--- src/sv/sftp_pkg.sv ---
`timescale 1ns / 1ps
// ----------------------------------------------------------------------------
// SFTP request parser package
// Shared types, phase codes, request type codes and result tags.
// ----------------------------------------------------------------------------
package sftp_pkg;

    localparam int HANDLE_BYTES_DEFAULT  = 8;
    localparam int PATH_CAPACITY_DEFAULT = 256;
    localparam logic [31:0] MAX_BODY_RESET = 32'd65536;

    typedef enum logic [5:0] {
        PH_LEN, PH_TYPE, PH_ID, PH_PATH_LEN, PH_PATH_BYTES, PH_PATH2_LEN,
        PH_PATH2_BYTES, PH_PFLAGS, PH_HLEN, PH_HBYTES, PH_OFFSET, PH_RLEN,
        PH_DLEN, PH_DBYTES, PH_AFLAGS, PH_ASIZE, PH_AUID, PH_AGID, PH_APERM,
        PH_AATIME, PH_AMTIME, PH_ECOUNT, PH_EKLEN, PH_EKBYTES, PH_EVLEN,
        PH_EVBYTES, PH_DONE, PH_SKIP
    } phase_t;

    localparam logic [7:0] T_INIT = 8'd1;
    localparam logic [7:0] T_OPEN = 8'd3;
    localparam logic [7:0] T_CLOSE = 8'd4;
    localparam logic [7:0] T_READ = 8'd5;
    localparam logic [7:0] T_WRITE = 8'd6;
    localparam logic [7:0] T_LSTAT = 8'd7;
    localparam logic [7:0] T_FSTAT = 8'd8;
    localparam logic [7:0] T_SETSTAT = 8'd9;
    localparam logic [7:0] T_FSETSTAT = 8'd10;
    localparam logic [7:0] T_OPENDIR = 8'd11;
    localparam logic [7:0] T_READDIR = 8'd12;
    localparam logic [7:0] T_REMOVE = 8'd13;
    localparam logic [7:0] T_MKDIR = 8'd14;
    localparam logic [7:0] T_RMDIR = 8'd15;
    localparam logic [7:0] T_REALPATH = 8'd16;
    localparam logic [7:0] T_STAT = 8'd17;
    localparam logic [7:0] T_RENAME = 8'd18;
    localparam logic [7:0] T_READLINK = 8'd19;
    localparam logic [7:0] T_SYMLINK = 8'd20;

    localparam logic [4:0] TAG_TYPE = 5'd0;
    localparam logic [4:0] TAG_ID = 5'd1;
    localparam logic [4:0] TAG_PFLAGS = 5'd2;
    localparam logic [4:0] TAG_HANDLE = 5'd3;
    localparam logic [4:0] TAG_OFFSET = 5'd4;
    localparam logic [4:0] TAG_RLEN = 5'd5;
    localparam logic [4:0] TAG_PATH = 5'd6;
    localparam logic [4:0] TAG_PATH2 = 5'd7;
    localparam logic [4:0] TAG_DATA = 5'd8;
    localparam logic [4:0] TAG_AFLAGS = 5'd9;
    localparam logic [4:0] TAG_SIZE = 5'd10;
    localparam logic [4:0] TAG_UID = 5'd11;
    localparam logic [4:0] TAG_GID = 5'd12;
    localparam logic [4:0] TAG_PERM = 5'd13;
    localparam logic [4:0] TAG_ATIME = 5'd14;
    localparam logic [4:0] TAG_MTIME = 5'd15;
    localparam logic [4:0] TAG_END = 5'd16;

    localparam logic [1:0] ST_OK = 2'd0;
    localparam logic [1:0] ST_INVALID = 2'd1;
    localparam logic [1:0] ST_SHORT = 2'd2;
    localparam logic [1:0] ST_LONG = 2'd3;

    typedef struct packed {
        logic [7:0] in_byte;
        logic       buffer_end;
    } in_item_t;

    typedef struct packed {
        logic [4:0]  field_tag;
        logic [63:0] field_value;
        logic [1:0]  parse_status;
        logic        run_last;
    } out_item_t;

endpackage

--- src/sv/sftp_if.sv ---
`timescale 1ns / 1ps
// ----------------------------------------------------------------------------
// SFTP stream interfaces
// Valid/ready channels for input bytes and parsed result items.
// ----------------------------------------------------------------------------
interface sftp_in_if;
    logic       valid;
    logic       ready;
    logic [7:0] in_byte;
    logic       buffer_end;
    modport source (output valid, output in_byte, output buffer_end, input ready);
    modport sink (input valid, input in_byte, input buffer_end, output ready);
endinterface

interface sftp_out_if;
    logic        valid;
    logic        ready;
    logic [4:0]  field_tag;
    logic [63:0] field_value;
    logic [1:0]  parse_status;
    logic        run_last;
    modport source (output valid, output field_tag, output field_value,
                    output parse_status, output run_last, input ready);
    modport sink (input valid, input field_tag, input field_value,
                  input parse_status, input run_last, output ready);
endinterface

--- src/sv/sftp_out_fifo.sv ---
`timescale 1ns / 1ps
// ----------------------------------------------------------------------------
// SFTP result queue
// Small queue that takes up to two results per cycle and issues one.
// ----------------------------------------------------------------------------
module sftp_out_fifo
(
    input  logic                clk,
    input  logic                rst_n,
    input  logic [1:0]          push_count,
    input  sftp_pkg::out_item_t push_a,
    input  sftp_pkg::out_item_t push_b,
    output logic                room,
    output logic                valid,
    output sftp_pkg::out_item_t head,
    input  logic                pop
);
    import sftp_pkg::*;

    localparam int DEPTH = 4;

    out_item_t  mem_reg [DEPTH];
    logic [1:0] rd_reg, rd_next;
    logic [1:0] wr_reg, wr_next;
    logic [2:0] cnt_reg, cnt_next;
    logic       do_pop;

    assign do_pop = pop && (cnt_reg != 3'd0);
    assign valid  = cnt_reg != 3'd0;
    assign head   = mem_reg[rd_reg];
    // Room for two pushes regardless of a pop this cycle.
    assign room   = cnt_reg <= 3'd2;

    always_comb
    begin
        rd_next  = rd_reg + {1'b0, do_pop};
        wr_next  = wr_reg + push_count;
        cnt_next = cnt_reg + {1'b0, push_count} - {2'b00, do_pop};
    end

    always_ff @(posedge clk)
    begin
        if (push_count != 2'd0)
        begin
            mem_reg[wr_reg] <= push_a;
        end
        if (push_count == 2'd2)
        begin
            mem_reg[wr_reg + 2'd1] <= push_b;
        end
    end

    always_ff @(posedge clk or negedge rst_n)
    begin
        if (!rst_n)
        begin
            rd_reg  <= '0;
            wr_reg  <= '0;
            cnt_reg <= '0;
        end
        else
        begin
            rd_reg  <= rd_next;
            wr_reg  <= wr_next;
            cnt_reg <= cnt_next;
        end
    end
endmodule

--- src/sv/sftp_request_parser.sv ---
`timescale 1ns / 1ps
// ----------------------------------------------------------------------------
// SFTP request parser
// Parses SFTP version 3 request packets one byte at a time into tagged fields.
//
// Bytes arrive on in_ch, one transfer per byte; buffer_end marks the last
// byte of a buffer. Each byte updates a field state machine and yields zero,
// one or two results (a field and, on buffer_end, the end result with its
// status). Results go into a four-entry queue that drives out_ch.
// Throughput is one byte per cycle while the queue has room for two results.
// When the receiver stalls, the queue fills and in_ch.ready drops until two
// slots are free again. Reset empties the queue, returns the parser to the
// length prefix and sets max_body to 65536. The user must write max_body through
// cfg_we/cfg_data only while the block is idle; the block does not enforce this.
// ----------------------------------------------------------------------------
module sftp_request_parser
#(
    parameter int HANDLE_BYTES  = sftp_pkg::HANDLE_BYTES_DEFAULT,
    parameter int PATH_CAPACITY = sftp_pkg::PATH_CAPACITY_DEFAULT
)
(
    input  logic        clk,
    input  logic        rst_n,
    input  logic        cfg_we,
    input  logic [31:0] cfg_data,
    sftp_in_if.sink     in_ch,
    sftp_out_if.source  out_ch
);
    import sftp_pkg::*;

    phase_t      ph_reg, ph_next;
    logic [3:0]  fcnt_reg, fcnt_next;
    logic [63:0] acc_reg, acc_next;
    logic [31:0] body_reg, body_next;
    logic [7:0]  rtype_reg, rtype_next;
    logic [31:0] aflag_reg, aflag_next;
    logic [31:0] srem_reg, srem_next;
    logic [31:0] epairs_reg, epairs_next;
    logic [1:0]  err_reg, err_next;
    logic [31:0] max_body_reg;

    logic        accept;
    logic        room;
    logic [1:0]  n;
    out_item_t   ra, rb, res;
    logic        has_field;
    out_item_t   fld;
    logic [63:0] tk;
    logic [3:0]  tcnt;
    logic [31:0] len;
    logic [31:0] brem;
    logic [1:0]  status;
    logic [7:0]  b;

    assign accept = in_ch.valid && in_ch.ready;
    assign in_ch.ready = room;
    assign b = in_ch.in_byte;
    assign tk = {acc_reg[55:0], b};
    assign tcnt = fcnt_reg + 4'd1;
    assign len = tk[31:0];

    function automatic phase_t attr_from(input logic [2:0] stage, input logic [31:0] f);
        phase_t p;
        if (stage <= 3'd0 && f[0])
            p = PH_ASIZE;
        else if (stage <= 3'd1 && f[1])
            p = PH_AUID;
        else if (stage <= 3'd2 && f[2])
            p = PH_APERM;
        else if (stage <= 3'd3 && f[3])
            p = PH_AATIME;
        else if (stage <= 3'd4 && f[31])
            p = PH_ECOUNT;
        else
            p = PH_DONE;
        return p;
    endfunction

    function automatic phase_t after_path(input logic second, input logic [7:0] t);
        phase_t p;
        p = PH_DONE;
        if (!second)
        begin
            if (t == T_OPEN)
                p = PH_PFLAGS;
            else if (t == T_SETSTAT || t == T_MKDIR)
                p = PH_AFLAGS;
            else if (t == T_RENAME || t == T_SYMLINK)
                p = PH_PATH2_LEN;
        end
        return p;
    endfunction

    always_comb
    begin
        ph_next     = ph_reg;
        fcnt_next   = fcnt_reg;
        acc_next    = acc_reg;
        body_next   = body_reg;
        rtype_next  = rtype_reg;
        aflag_next  = aflag_reg;
        srem_next   = srem_reg;
        epairs_next = epairs_reg;
        err_next    = err_reg;
        has_field   = 1'b0;
        fld         = '0;
        brem        = body_reg - 32'd1;
        status      = ST_OK;

        if (ph_reg == PH_LEN)
        begin
            acc_next  = tk;
            fcnt_next = tcnt;
            if (tcnt >= 4'd4)
            begin
                fcnt_next = '0;
                acc_next  = '0;
                if (len == 32'd0)
                begin
                    err_next = ST_INVALID;
                    ph_next  = PH_SKIP;
                end
                else if (len > max_body_reg)
                begin
                    err_next = ST_LONG;
                    ph_next  = PH_SKIP;
                end
                else
                begin
                    body_next = len;
                    ph_next   = PH_TYPE;
                end
            end
        end
        else if (ph_reg == PH_SKIP)
        begin
        end
        else if (body_reg == 32'd0)
        begin
            err_next = ST_INVALID;
            ph_next = PH_SKIP;
            fcnt_next = '0;
            acc_next = '0;
        end
        else
        begin
            body_next = brem;
            // Default for multi-byte fields: keep accumulating.
            acc_next  = tk;
            fcnt_next = tcnt;
            case (ph_reg)
                PH_TYPE:
                begin
                    rtype_next = b;
                    has_field = 1'b1;
                    fld.field_tag = TAG_TYPE;
                    fld.field_value = {56'd0, b};
                    ph_next = PH_ID; fcnt_next = '0; acc_next = '0;
                end
                PH_ID:
                begin
                    if (tcnt >= 4'd4)
                    begin
                        has_field = 1'b1;
                        fld.field_tag = TAG_ID;
                        fld.field_value = tk;
                        fcnt_next = '0; acc_next = '0;
                        case (rtype_reg)
                            T_OPEN, T_SETSTAT, T_MKDIR, T_RENAME, T_SYMLINK, T_LSTAT,
                            T_STAT, T_OPENDIR, T_REMOVE, T_RMDIR, T_REALPATH,
                            T_READLINK: ph_next = PH_PATH_LEN;
                            T_CLOSE, T_FSTAT, T_READDIR, T_READ, T_WRITE,
                            T_FSETSTAT: ph_next = PH_HLEN;
                            default: ph_next = PH_DONE;
                        endcase
                    end
                end
                PH_PATH_LEN, PH_PATH2_LEN:
                begin
                    if (tcnt >= 4'd4)
                    begin
                        fcnt_next = '0; acc_next = '0;
                        if (len >= 32'(PATH_CAPACITY) || len > brem)
                        begin
                            err_next = ST_INVALID; ph_next = PH_SKIP;
                        end
                        else if (len == 32'd0)
                            ph_next = after_path(ph_reg == PH_PATH2_LEN, rtype_reg);
                        else
                        begin
                            srem_next = len;
                            ph_next = (ph_reg == PH_PATH2_LEN) ? PH_PATH2_BYTES
                                                               : PH_PATH_BYTES;
                        end
                    end
                end
                PH_PATH_BYTES, PH_PATH2_BYTES:
                begin
                    acc_next = acc_reg; fcnt_next = fcnt_reg;
                    if (b == 8'd0)
                    begin
                        err_next = ST_INVALID; ph_next = PH_SKIP;
                        fcnt_next = '0; acc_next = '0;
                    end
                    else
                    begin
                        has_field = 1'b1;
                        fld.field_tag = (ph_reg == PH_PATH2_BYTES) ? TAG_PATH2 : TAG_PATH;
                        fld.field_value = {56'd0, b};
                        srem_next = srem_reg - 32'd1;
                        if (srem_reg == 32'd1)
                        begin
                            ph_next = after_path(ph_reg == PH_PATH2_BYTES, rtype_reg);
                            fcnt_next = '0; acc_next = '0;
                        end
                    end
                end
                PH_PFLAGS:
                begin
                    if (tcnt >= 4'd4)
                    begin
                        has_field = 1'b1; fld.field_tag = TAG_PFLAGS; fld.field_value = tk;
                        fcnt_next = '0; acc_next = '0; ph_next = PH_AFLAGS;
                    end
                end
                PH_HLEN:
                begin
                    if (tcnt >= 4'd4)
                    begin
                        fcnt_next = '0; acc_next = '0;
                        if (tk != 64'(HANDLE_BYTES))
                        begin
                            err_next = ST_INVALID; ph_next = PH_SKIP;
                        end
                        else
                            ph_next = PH_HBYTES;
                    end
                end
                PH_HBYTES:
                begin
                    if (tcnt >= 4'(HANDLE_BYTES))
                    begin
                        has_field = 1'b1; fld.field_tag = TAG_HANDLE; fld.field_value = tk;
                        fcnt_next = '0; acc_next = '0;
                        if (rtype_reg == T_READ || rtype_reg == T_WRITE)
                            ph_next = PH_OFFSET;
                        else if (rtype_reg == T_FSETSTAT)
                            ph_next = PH_AFLAGS;
                        else
                            ph_next = PH_DONE;
                    end
                end
                PH_OFFSET:
                begin
                    if (tcnt >= 4'd8)
                    begin
                        has_field = 1'b1; fld.field_tag = TAG_OFFSET; fld.field_value = tk;
                        fcnt_next = '0; acc_next = '0;
                        ph_next = (rtype_reg == T_READ) ? PH_RLEN : PH_DLEN;
                    end
                end
                PH_RLEN:
                begin
                    if (tcnt >= 4'd4)
                    begin
                        has_field = 1'b1; fld.field_tag = TAG_RLEN; fld.field_value = tk;
                        fcnt_next = '0; acc_next = '0; ph_next = PH_DONE;
                    end
                end
                PH_DLEN:
                begin
                    if (tcnt >= 4'd4)
                    begin
                        fcnt_next = '0; acc_next = '0;
                        if (len > max_body_reg || len > brem)
                        begin
                            err_next = ST_INVALID; ph_next = PH_SKIP;
                        end
                        else if (len == 32'd0)
                            ph_next = PH_DONE;
                        else
                        begin
                            srem_next = len; ph_next = PH_DBYTES;
                        end
                    end
                end
                PH_DBYTES:
                begin
                    acc_next = acc_reg; fcnt_next = fcnt_reg;
                    has_field = 1'b1; fld.field_tag = TAG_DATA;
                    fld.field_value = {56'd0, b};
                    srem_next = srem_reg - 32'd1;
                    if (srem_reg == 32'd1)
                    begin
                        ph_next = PH_DONE; fcnt_next = '0; acc_next = '0;
                    end
                end
                PH_AFLAGS:
                begin
                    if (tcnt >= 4'd4)
                    begin
                        aflag_next = len;
                        has_field = 1'b1; fld.field_tag = TAG_AFLAGS; fld.field_value = tk;
                        fcnt_next = '0; acc_next = '0; ph_next = attr_from(3'd0, len);
                    end
                end
                PH_ASIZE:
                begin
                    if (tcnt >= 4'd8)
                    begin
                        has_field = 1'b1; fld.field_tag = TAG_SIZE; fld.field_value = tk;
                        fcnt_next = '0; acc_next = '0; ph_next = attr_from(3'd1, aflag_reg);
                    end
                end
                PH_AUID:
                begin
                    if (tcnt >= 4'd4)
                    begin
                        has_field = 1'b1; fld.field_tag = TAG_UID; fld.field_value = tk;
                        fcnt_next = '0; acc_next = '0; ph_next = PH_AGID;
                    end
                end
                PH_AGID:
                begin
                    if (tcnt >= 4'd4)
                    begin
                        has_field = 1'b1; fld.field_tag = TAG_GID; fld.field_value = tk;
                        fcnt_next = '0; acc_next = '0; ph_next = attr_from(3'd2, aflag_reg);
                    end
                end
                PH_APERM:
                begin
                    if (tcnt >= 4'd4)
                    begin
                        has_field = 1'b1; fld.field_tag = TAG_PERM; fld.field_value = tk;
                        fcnt_next = '0; acc_next = '0; ph_next = attr_from(3'd3, aflag_reg);
                    end
                end
                PH_AATIME:
                begin
                    if (tcnt >= 4'd4)
                    begin
                        has_field = 1'b1; fld.field_tag = TAG_ATIME; fld.field_value = tk;
                        fcnt_next = '0; acc_next = '0; ph_next = PH_AMTIME;
                    end
                end
                PH_AMTIME:
                begin
                    if (tcnt >= 4'd4)
                    begin
                        has_field = 1'b1; fld.field_tag = TAG_MTIME; fld.field_value = tk;
                        fcnt_next = '0; acc_next = '0; ph_next = attr_from(3'd4, aflag_reg);
                    end
                end
                PH_ECOUNT:
                begin
                    if (tcnt >= 4'd4)
                    begin
                        fcnt_next = '0; acc_next = '0;
                        if ({len, 3'b000} > {3'b000, brem})
                        begin
                            err_next = ST_INVALID; ph_next = PH_SKIP;
                        end
                        else if (len == 32'd0)
                            ph_next = PH_DONE;
                        else
                        begin
                            epairs_next = len; ph_next = PH_EKLEN;
                        end
                    end
                end
                PH_EKLEN, PH_EVLEN:
                begin
                    if (tcnt >= 4'd4)
                    begin
                        fcnt_next = '0; acc_next = '0;
                        if (len > brem)
                        begin
                            err_next = ST_INVALID; ph_next = PH_SKIP;
                        end
                        else if (len == 32'd0)
                        begin
                            if (ph_reg == PH_EKLEN)
                                ph_next = PH_EVLEN;
                            else
                            begin
                                epairs_next = epairs_reg - 32'd1;
                                ph_next = (epairs_reg == 32'd1) ? PH_DONE : PH_EKLEN;
                            end
                        end
                        else
                        begin
                            srem_next = len;
                            ph_next = (ph_reg == PH_EVLEN) ? PH_EVBYTES : PH_EKBYTES;
                        end
                    end
                end
                PH_EKBYTES, PH_EVBYTES:
                begin
                    acc_next = acc_reg; fcnt_next = fcnt_reg;
                    srem_next = srem_reg - 32'd1;
                    if (srem_reg == 32'd1)
                    begin
                        fcnt_next = '0; acc_next = '0;
                        if (ph_reg == PH_EKBYTES)
                            ph_next = PH_EVLEN;
                        else
                        begin
                            epairs_next = epairs_reg - 32'd1;
                            ph_next = (epairs_reg == 32'd1) ? PH_DONE : PH_EKLEN;
                        end
                    end
                end
                default:
                begin
                    acc_next = acc_reg; fcnt_next = fcnt_reg;
                end
            endcase
            if (ph_next != PH_DONE && ph_next != PH_SKIP && brem == 32'd0)
            begin
                err_next = ST_INVALID; ph_next = PH_SKIP;
                fcnt_next = '0; acc_next = '0;
            end
        end

        if (ph_next == PH_LEN)
            status = ST_SHORT;
        else if (err_next != ST_OK)
            status = err_next;
        else if (body_next != 32'd0)
            status = ST_INVALID;
        else
            status = ST_OK;

        if (in_ch.buffer_end)
        begin
            ph_next = PH_LEN; fcnt_next = '0; acc_next = '0; body_next = '0;
            rtype_next = '0; aflag_next = '0; srem_next = '0; epairs_next = '0;
            err_next = ST_OK;
        end
    end

    always_comb
    begin
        res.field_tag    = TAG_END;
        res.field_value  = '0;
        res.parse_status = status;
        res.run_last     = 1'b1;
        ra = has_field ? fld : res;
        rb = res;
        n  = 2'd0;
        if (accept)
            n = {1'b0, has_field} + {1'b0, in_ch.buffer_end};
    end

    always_ff @(posedge clk or negedge rst_n)
    begin
        if (!rst_n)
        begin
            ph_reg <= PH_LEN; fcnt_reg <= '0; acc_reg <= '0; body_reg <= '0;
            rtype_reg <= '0; aflag_reg <= '0; srem_reg <= '0; epairs_reg <= '0;
            err_reg <= '0; max_body_reg <= MAX_BODY_RESET;
        end
        else
        begin
            if (cfg_we)
                max_body_reg <= cfg_data;
            if (accept)
            begin
                ph_reg <= ph_next; fcnt_reg <= fcnt_next; acc_reg <= acc_next;
                body_reg <= body_next; rtype_reg <= rtype_next;
                aflag_reg <= aflag_next; srem_reg <= srem_next;
                epairs_reg <= epairs_next; err_reg <= err_next;
            end
        end
    end

    out_item_t head;

    sftp_out_fifo u_fifo
    (
        .clk        (clk),
        .rst_n      (rst_n),
        .push_count (n),
        .push_a     (ra),
        .push_b     (rb),
        .room       (room),
        .valid      (out_ch.valid),
        .head       (head),
        .pop        (out_ch.ready)
    );

    assign out_ch.field_tag    = head.field_tag;
    assign out_ch.field_value  = head.field_value;
    assign out_ch.parse_status = head.parse_status;
    assign out_ch.run_last     = head.run_last;
endmodule

--- src/flat_wrapper.sv ---
// flat-port wrapper written by rule: the top's interface ports become plain ports
module sftp_request_parser_flat import sftp_pkg::*;
#(
    parameter int HANDLE_BYTES  = sftp_pkg::HANDLE_BYTES_DEFAULT,
    parameter int PATH_CAPACITY = sftp_pkg::PATH_CAPACITY_DEFAULT
)
  (clk, rst_n, cfg_we, cfg_data, in_ch_valid, in_ch_in_byte, in_ch_buffer_end, in_ch_ready, out_ch_valid, out_ch_field_tag, out_ch_field_value, out_ch_parse_status, out_ch_run_last, out_ch_ready);
  sftp_in_if in_ch_i ();
  sftp_out_if out_ch_i ();
  input  logic clk;
  input  logic rst_n;
  input  logic cfg_we;
  input  logic [31:0] cfg_data;
  input wire logic [$bits(in_ch_i.valid)-1:0] in_ch_valid;
  input wire logic [$bits(in_ch_i.in_byte)-1:0] in_ch_in_byte;
  input wire logic [$bits(in_ch_i.buffer_end)-1:0] in_ch_buffer_end;
  output wire logic [$bits(in_ch_i.ready)-1:0] in_ch_ready;
  output wire logic [$bits(out_ch_i.valid)-1:0] out_ch_valid;
  output wire logic [$bits(out_ch_i.field_tag)-1:0] out_ch_field_tag;
  output wire logic [$bits(out_ch_i.field_value)-1:0] out_ch_field_value;
  output wire logic [$bits(out_ch_i.parse_status)-1:0] out_ch_parse_status;
  output wire logic [$bits(out_ch_i.run_last)-1:0] out_ch_run_last;
  input wire logic [$bits(out_ch_i.ready)-1:0] out_ch_ready;
  assign in_ch_i.valid = in_ch_valid;
  assign in_ch_i.in_byte = in_ch_in_byte;
  assign in_ch_i.buffer_end = in_ch_buffer_end;
  assign in_ch_ready = in_ch_i.ready;
  assign out_ch_valid = out_ch_i.valid;
  assign out_ch_field_tag = out_ch_i.field_tag;
  assign out_ch_field_value = out_ch_i.field_value;
  assign out_ch_parse_status = out_ch_i.parse_status;
  assign out_ch_run_last = out_ch_i.run_last;
  assign out_ch_i.ready = out_ch_ready;
  sftp_request_parser #(.HANDLE_BYTES(HANDLE_BYTES), .PATH_CAPACITY(PATH_CAPACITY)) u_core (.clk(clk), .rst_n(rst_n), .cfg_we(cfg_we), .cfg_data(cfg_data), .in_ch(in_ch_i), .out_ch(out_ch_i));
endmodule
--- config.mk ---
export PLATFORM = sky130hd
export DESIGN_NAME = sftp_request_parser_flat
export DESIGN_NICKNAME = d
export VERILOG_FILES = /design/src/sv/sftp_pkg.sv /design/src/sv/sftp_if.sv /design/src/sv/sftp_out_fifo.sv /design/src/sv/sftp_request_parser.sv /design/src/flat_wrapper.sv
export SDC_FILE = /design/constraint.sdc
export NUM_CORES = 1
export LEC_CHECK = 0
export ABC_AREA = 1
export BUFFER_PORTS_ARGS = -buffer_cell sky130_fd_sc_hd__buf_2
export CORE_MARGIN = 2
export CORE_UTILIZATION = 46
export DETAILED_ROUTE_END_ITERATION = 10
export MAX_ROUTING_LAYER = met4
export REMOVE_ABC_BUFFERS = 1
export SLEW_MARGIN = 20
export SYNTH_ARGS = -nofsm -noshare
export SYNTH_HDL_FRONTEND = slang
export SYNTH_SLANG_ARGS = --single-unit
--- constraint.sdc ---
create_clock -name clk -period 5.7 [get_ports clk]
set_input_delay 0.285 -clock clk [delete_from_list [all_inputs] [get_ports clk]]
set_output_delay 0.285 -clock clk [all_outputs]
set_load 0.03 [all_outputs]
==> metrics, run 1 <==
Post-Synthesis Cells=just over 4000; Synth Cell Area=29100 um^2; Layout Cell Area excl Fill=32900 um^2; clk_lat worst skew=0.63 ns; async set-reset flop share out of synthesis=between 40% and 50%; largest net degree at the start of global routing=125; Final Hold Fails=0; warning count from the yosys run=0; Worst-Margin Slew=0.944 ns; sequential power share=28.3%; CORE AREA=62700 um^2; grt ovf=0; clock power share=between 10% and 20%; type of destination of the critical path=register; vias in the first global route=27200; library cells used by synthesis=67; Avg Inst Size Synth=~7.1 um^2; period utilisation layout=roughly 90%; final clock skew=0.0291 ns; Die H=255 um; Critical-path top delay cell=dfrtp_1; Logic pwr share=a little under three fifths; max reg flops=284; I/O pins=120; clk slew on worst S/H paths=0.06 ns; Final TNS setup=0 ns; Routed WL=about 100000 um; CTS H-tree depth=2; MaxCap Viol Count=0; Area Growth Syn to Fin=13.3%; gpl congestion=about 1.0; Layout Nets=4285; Final ANT Viol Nets=0; via count=29100; number of post-CTS setup repair buffers=0; CTS tree=built; PortBufs=between 100 and 150; share of layout cells above drive strength 1=about a tenth; Max clock buf depth=3; largest fanout on the critical path=84; P_leak=14.5 nW; dpl cell area=30700 um^2; crit path launch type=register; power per standard cell area=672 nW/um^2; slew margin rel.=37.0%; fin cells=5033; Critical Path Max Stage Delay=0.40 ns; final setup fails=0; detailed-route DRC error count=0; post-synthesis sequential area ratio=between 30% and 40%; Req. time, crit path=6.25 ns; main flop type after synthesis=dfxtp_1; router iterations before antenna repair=6; post-synthesis mux area share=0.0387%; dpl hpwl=70900 um; die span in x=255 um; Synth Area in Simple Gates=between 10% and 20%; Placed Cells=4899; Tmin final=5.22 ns; clk sink count=~500; CTS Buf Count=56; Worst Path Class, Setup=reg -> reg; count of final max-slew check failures=0; type of the worst min-delay path=in -> reg; Yosys reg bits=about 500; die footprint=65200 um^2; xor-xnor portion of the synthesized cell area=1.12%; Fill cells=around 6300; WL/cell=20.6 um; Adder-Cell Fraction of Synth Area=just over 4%; Root Buffer=clkbuf_16; CP arrival=5.77 ns; Avg Vias per Cell=5.78; status=complete, no violations; n_diodes=0; RSZ-0062 raised after global routing=no; Compound-Gate Fraction of Synth Area=25.5%; Rows=92; Peak VDD IR=0.340 mV; net switching power=between 10 and 15 mW; initial antenna violation count=1; Iter 0 DRT Violations=2693; global-route usage over all layers=32.0%; achievable frequency=between 150 and 200 MHz; number of synthesized flops with an enable pin=8; Reg2Reg Setup Slack=0.48 ns; Starting Density=a little under half; first-pass GRT wire length=162000 um; largest family of logic cells by synthesized area=compound AO/OA/AOI/OAI gates; Sw Ratio=50.3%; P_int=11.0 mW
==> routing by layer <==
layer  vias up  GRT usage (%)  wire, um
li1      14000              -         -
met1     13700           42.9     45600
met2      1103           50.6     48000
met3       185           3.43      6750
met4         0           10.3      3370
met5         -              -         0
==> critical path: cells and delay by family, from the launching register on <==
family	cells	cell delay [ns]
buffers and inverters	2	0.45
AND/OR/NAND/NOR	27	3.12
flip-flops	1	0.40
XOR/XNOR	1	0.21
AO/OA/AOI/OAI	2	0.34
adder cells (fa/ha/maj)	2	0.57
==> synthesized netlist by cell type (7+ instances only) <==
master | count | area share [%]
clkbuf_1 | 198 | 2.6
nand2_1 | 610 | 7.9
o21ai_0 | 398 | 6.9
o31ai_1 | 18 | 0.46
inv_1 | 623 | 8.0
dfrtp_1 | 214 | 18
o22ai_1 | 309 | 6.7
a21oi_2 | 15 | 0.45
o32ai_1 | 44 | 1.3
edfxtp_1 | 8 | 0.83
nor2_2 | 17 | 0.37
nor4_1 | 29 | 0.62
inv_2 | 8 | 0.10
nand2_2 | 19 | 0.41
nor2_1 | 307 | 4.0
o221ai_1 | 12 | 0.36
dfxtp_1 | 276 | 19
o211ai_1 | 34 | 0.88
xor2_1 | 35 | 1.1
nand4_1 | 68 | 1.5
buf_2 | 10 | 0.17
o2111ai_1 | 25 | 0.75
or2_2 | 7 | 0.15
a31oi_1 | 12 | 0.26
ha_1 | 94 | 4.0
a21oi_1 | 361 | 6.2
clkinv_1 | 10 | 0.13
nand3_1 | 148 | 2.5
nor3_1 | 60 | 1.0
==> power by group through the flow <==
| stage | combinational, mW | sequential (mW) | clock [mW] |
|---|---|---|---|
| floorplan | 8.31 | 5.88 | 0 |
| global placement | 12.0 | 6.27 | 0 |
| detailed placement | 12.0 | 6.29 | 0 |
| CTS | 12.1 | 6.24 | 3.71 |
| global route | 13.6 | 6.43 | 3.86 |
| finish | 12.2 | 6.27 | 3.66 |
==> logic make-up (layout without fill, tap and decap cells) <==
logic type,Yosys count,after routing
compound gates,1272,1272
xor+xnor,37,37
fa+ha+maj,95,95
buf+inv,868,989
flops,499,499
mux,1,1
simple gates,1294,1294
==> path summary, 6_finish.rpt <==
path / start / to / cells past startpoint
max: u_core.body_reg[1]$_DFFE_PN0P_ / u_core.acc_reg[21]$_DFFE_PN0P_ / 34
min: in_ch_valid / u_core.body_reg[13]$_DFFE_PN0P_ / 5
max reg2reg: u_core.body_reg[1]$_DFFE_PN0P_ / u_core.acc_reg[21]$_DFFE_PN0P_ / 34
min reg2reg: u_core.u_fifo.mem_reg[1][0]$_SDFFE_PP1P_ / u_core.u_fifo.mem_reg[1][0]$_SDFFE_PP1P_ / 2
max in group asynchronous: rst_n / u_core.srem_reg[19]$_DFFE_PN0P_ / 3
min in group asynchronous: rst_n / u_core.acc_reg[26]$_DFFE_PN0P_ / 2
==> metrics by stage <==
step                      util [%]  hold WS [ns]  setup WS [ns]  total power [mW]
after CTS                     52.5         0.153          0.246              22.0
after global placement        49.0         0.242          0.526              18.2
after global routing          52.5         0.204         0.0121              23.8
final                         52.5         0.179          0.483              22.1
after detailed placement      49.0         0.244          0.289              18.3
after floorplan                  -       -0.0106         -0.110              14.2
==> cell usage in the layout (no fill, tap or decap), drive strengths merged, types with 3 or more instances in the layout <==
cell type,Yosys,routed
o22ai,309,309
o21ai,399,399
dlygate4sd3,0,33
o2111ai,25,25
a211oi,3,3
nand2,631,631
clkbuf,199,86
buf,28,214
a21oi,376,376
o32ai,44,44
edfxtp,8,8
o311ai,4,4
a2111oi,3,3
o21a,4,4
nor3,61,61
nand3,154,154
a22oi,6,6
ha,94,94
o211ai,34,34
nand4,68,68
inv,631,639
dfrtp,214,214
a21o,3,3
xor2,35,35
nor4,29,29
o31ai,18,18
dfxtp,276,276
a31oi,12,12
nor2,329,329
and3,6,6
a21boi,6,6
o21bai,5,5
nand3b,5,5
clkinv,10,14
o221ai,12,12
or2,7,7
==> layout make-up <==
cell class                 instances  area, um^2  share of cell area [%]
sequential                       499       11100                    33.8
tap                              846        1060                    3.21
multi-input combinational       2699       14600                    44.3
inverter                         641        2410                    7.33
clock inverter                    15         150                   0.456
clock buffer                      86        1710                    5.19
timing repair buffer             247        1860                    5.64
==> timing repair <==
action | CTS | global route
hold buffers | 33 | 0
hold endpoints to repair | 79 | 0
resized for setup | 0 | 7
setup endpoints to repair | 0 | 68
(Power assumes the default switching activity.)
==> run 2: changes to the inputs <==
--- a/config.mk
+++ b/config.mk
@@ -11,7 +11,6 @@
 export CORE_UTILIZATION = 46
 export DETAILED_ROUTE_END_ITERATION = 10
 export MAX_ROUTING_LAYER = met4
-export REMOVE_ABC_BUFFERS = 1
 export SLEW_MARGIN = 20
 export SYNTH_ARGS = -nofsm -noshare
 export SYNTH_HDL_FRONTEND = slang
==> run 2 against run 1 <==
Compared with the run above:
- non-clock buffer count grew 18
- clock-buffer cell count is 3 lower
- final cell count up 0.42%
- die area did not move
- core utilization up 0.062 points
- fmax shrank 0.74%
- clock skew down 0.0035 ns
- hold slack better by 0.030 ns
- wire length up 6.5%
- critical path type unchanged
==> metrics, run 2 (synthesis gave the netlist of run 1 again) <==
syn nets=between 4000 and 5000; Rows=92 (unchanged); CORE AREA=62700 um^2 (unchanged); I/O pins=120 (unchanged); Avg Vias per Cell=5.83 (was 5.78); power per standard cell area=684 nW/um^2 (was 672 nW/um^2); die span in x=255 um (unchanged); Routed WL=110000 um (was 104000 um); CP arrival=5.82 ns (was 5.77 ns); Area Growth Syn to Fin=13.5% (was 13.3%); Layout Nets=4303 (was 4285); detailed-route DRC error count=0 (unchanged); router iterations before antenna repair=6 (unchanged); MaxCap Viol Count=0 (unchanged); Root Buffer=clkbuf_16 (unchanged); Peak VDD IR=0.301 mV (was 0.340 mV); met3 usage=5.21% (was 3.43%); Final ANT Viol Nets=0 (unchanged); global-route usage over all layers=33.8% (was 32.0%); achievable frequency=190 MHz (was 192 MHz); most frequent cells in the layout=inv_1 (621), nand2_1 (607), o21ai_0 (397) (was inv_1 (621), nand2_1 (609), o21ai_0 (398)); P_leak=14.5 nW (about the same); Layout Cell Area excl Fill=33000 um^2 (was 32900 um^2); largest net degree at the start of global routing=111 (was 125); crit path launch type=register (unchanged); type of the worst min-delay path=in -> reg (unchanged); met1 GRT Util=45.4% (was 42.9%); via count=29400 (was 29100); vias in the first global route=27500 (was 27200); buffers plus inverters on the worst setup path=1 (was 2); Final TNS setup=0 ns (unchanged); first-pass GRT wire length=169000 um (was 162000 um); clk sink count=499 (unchanged); Fill cells=6409 (was 6321); CTS Buf Count=56 (unchanged); RSZ-0062 raised after global routing=no (unchanged); initial antenna violation count=2 (was 1); CTS tree=built (unchanged); max reg flops=284 (unchanged); Req. time, crit path=6.26 ns (was 6.25 ns); GRT busiest layer=met2 (unchanged); WL/cell=21.9 um (was 20.6 um); type of destination of the critical path=register (unchanged); grt met2 use=52.1% (was 50.6%); cell family contributing the most delay on the critical path=simple AND/OR/NAND/NOR gates (unchanged); gpl congestion=1.04 (was 1.01); Worst-Margin Slew=1.13 ns (was 0.944 ns); status=complete, no violations (unchanged); share of layout cells above drive strength 1=10.0% (was 9.46%); die footprint=65200 um^2 (unchanged); largest fanout on the critical path=7 (was 84); dpl cell area=30700 um^2 (about the same); clk slew on worst S/H paths=0.06 ns (about the same); dpl hpwl=75700 um (was 70900 um); CTS H-tree depth=2 (unchanged); post-layout util=52.6% (was 52.5%); Die H=255 um (unchanged); slew margin rel.=24.6% (was 37.0%); Critical-path top delay cell=dfrtp_1 (unchanged); final clock skew=0.0256 ns (was 0.0291 ns); most common cell after layout, fill and taps aside=inv_1 (unchanged); period utilisation layout=92.2% (was 91.5%); Tmin final=5.26 ns (was 5.22 ns); count of final max-slew check failures=0 (unchanged); Worst Path Class, Setup=reg -> reg (unchanged); PortBufs=119 (unchanged); Final Hold Fails=0 (unchanged); Iter 0 DRT Violations=2915 (was 2693); final setup fails=0 (unchanged); hold_ws=0.209 ns (was 0.179 ns); Starting Density=46.3% (unchanged); grt ovf=0 (unchanged); clk_lat worst skew=0.65 ns (was 0.63 ns); Max clock buf depth=3 (unchanged); Critical Path Max Stage Delay=0.50 ns (was 0.40 ns)
-- run 2: changes by cell type in the layout (fill, tap and decap cells not counted), sizes merged --
cell / delta
buf: +17
clkbuf: -2
clkinv: +5
diode: +1
-- run 2: stage by stage --
stage / total power [mW] / cells / setup slack, ns
final: 22.6 / 5054 / 0.444
after global routing: 24.2 / 5054 / 0.0398
after CTS: 22.3 / 5046 / 0.00260
after detailed placement: 18.5 / 4910 / 0.0102
after global placement: 18.5 / 4910 / 0.170
after floorplan: 14.4 / 4066 / 1.19
-- run 2: timing repair --
action	4_1_cts	5_1_grt
hold buffers	33	0
endpoints found under the setup margin	0	85
hold endpoints to repair	136	0
resized for setup	0	16
buffers inserted	0	6
-- run 2: routing by layer --
metal | share of wire, % | wire length [um]
met4 | 3.9 | 4260
met3 | 7.4 | 8210
met2 | 45 | 49500
met1 | 44 | 48500
met5 | 0 | 0
-- run 2: worst paths after layout --
path / endpoint / cells past startpoint / startpoint / slack (ns)
min in group asynchronous: u_core.epairs_reg[17]$_DFFE_PN0P_ / 2 / rst_n / 0.30
min: u_core.u_fifo.rd_reg[0]$_DFF_PN0_ / 3 / out_ch_ready / 0.21
max reg2reg: u_core.acc_reg[2]$_DFFE_PN0P_ / 34 / u_core.body_reg[13]$_DFFE_PN0P_ / 0.44
max in group asynchronous: u_core.body_reg[24]$_DFFE_PN0P_ / 3 / rst_n / 4.17
max: u_core.acc_reg[2]$_DFFE_PN0P_ / 34 / u_core.body_reg[13]$_DFFE_PN0P_ / 0.44
min reg2reg: u_core.u_fifo.mem_reg[3][0]$_SDFFE_PP1P_ / 2 / u_core.u_fifo.mem_reg[3][0]$_SDFFE_PP1P_ / 0.45
-- run 2: final cells by class --
type / count / area (um^2) / share of cell area [%]
Multi-Input combinational cell: 2699 / 14600 / 44.4
Inverter: 641 / 2410 / 7.32
Antenna cell: 1 / 2.50 / 0.00759
Sequential cell: 499 / 11100 / 33.8
Timing Repair Buffer: 265 / 1890 / 5.73
Tap cell: 846 / 1060 / 3.21
Clock inverter: 20 / 198 / 0.600
Clock buffer: 83 / 1640 / 4.96
-- run 2: worst register-to-register path, delay by kind of cell, from the launching register on --
family          cells  cell delay, ns
simple gates       30            3.98
flops               1            0.50
xor+xnor            1            0.29
fa+ha+maj           1            0.21
compound gates      1            0.11
buf+inv             1            0.08
-- run 2: power by group --
group          total, mW  switching [mW]  internal [mW]
Sequential          6.30            1.31           5.00
Clock               3.64            1.60           2.05
Combinational       12.6            8.65           3.96
Total               22.6            11.6           11.0
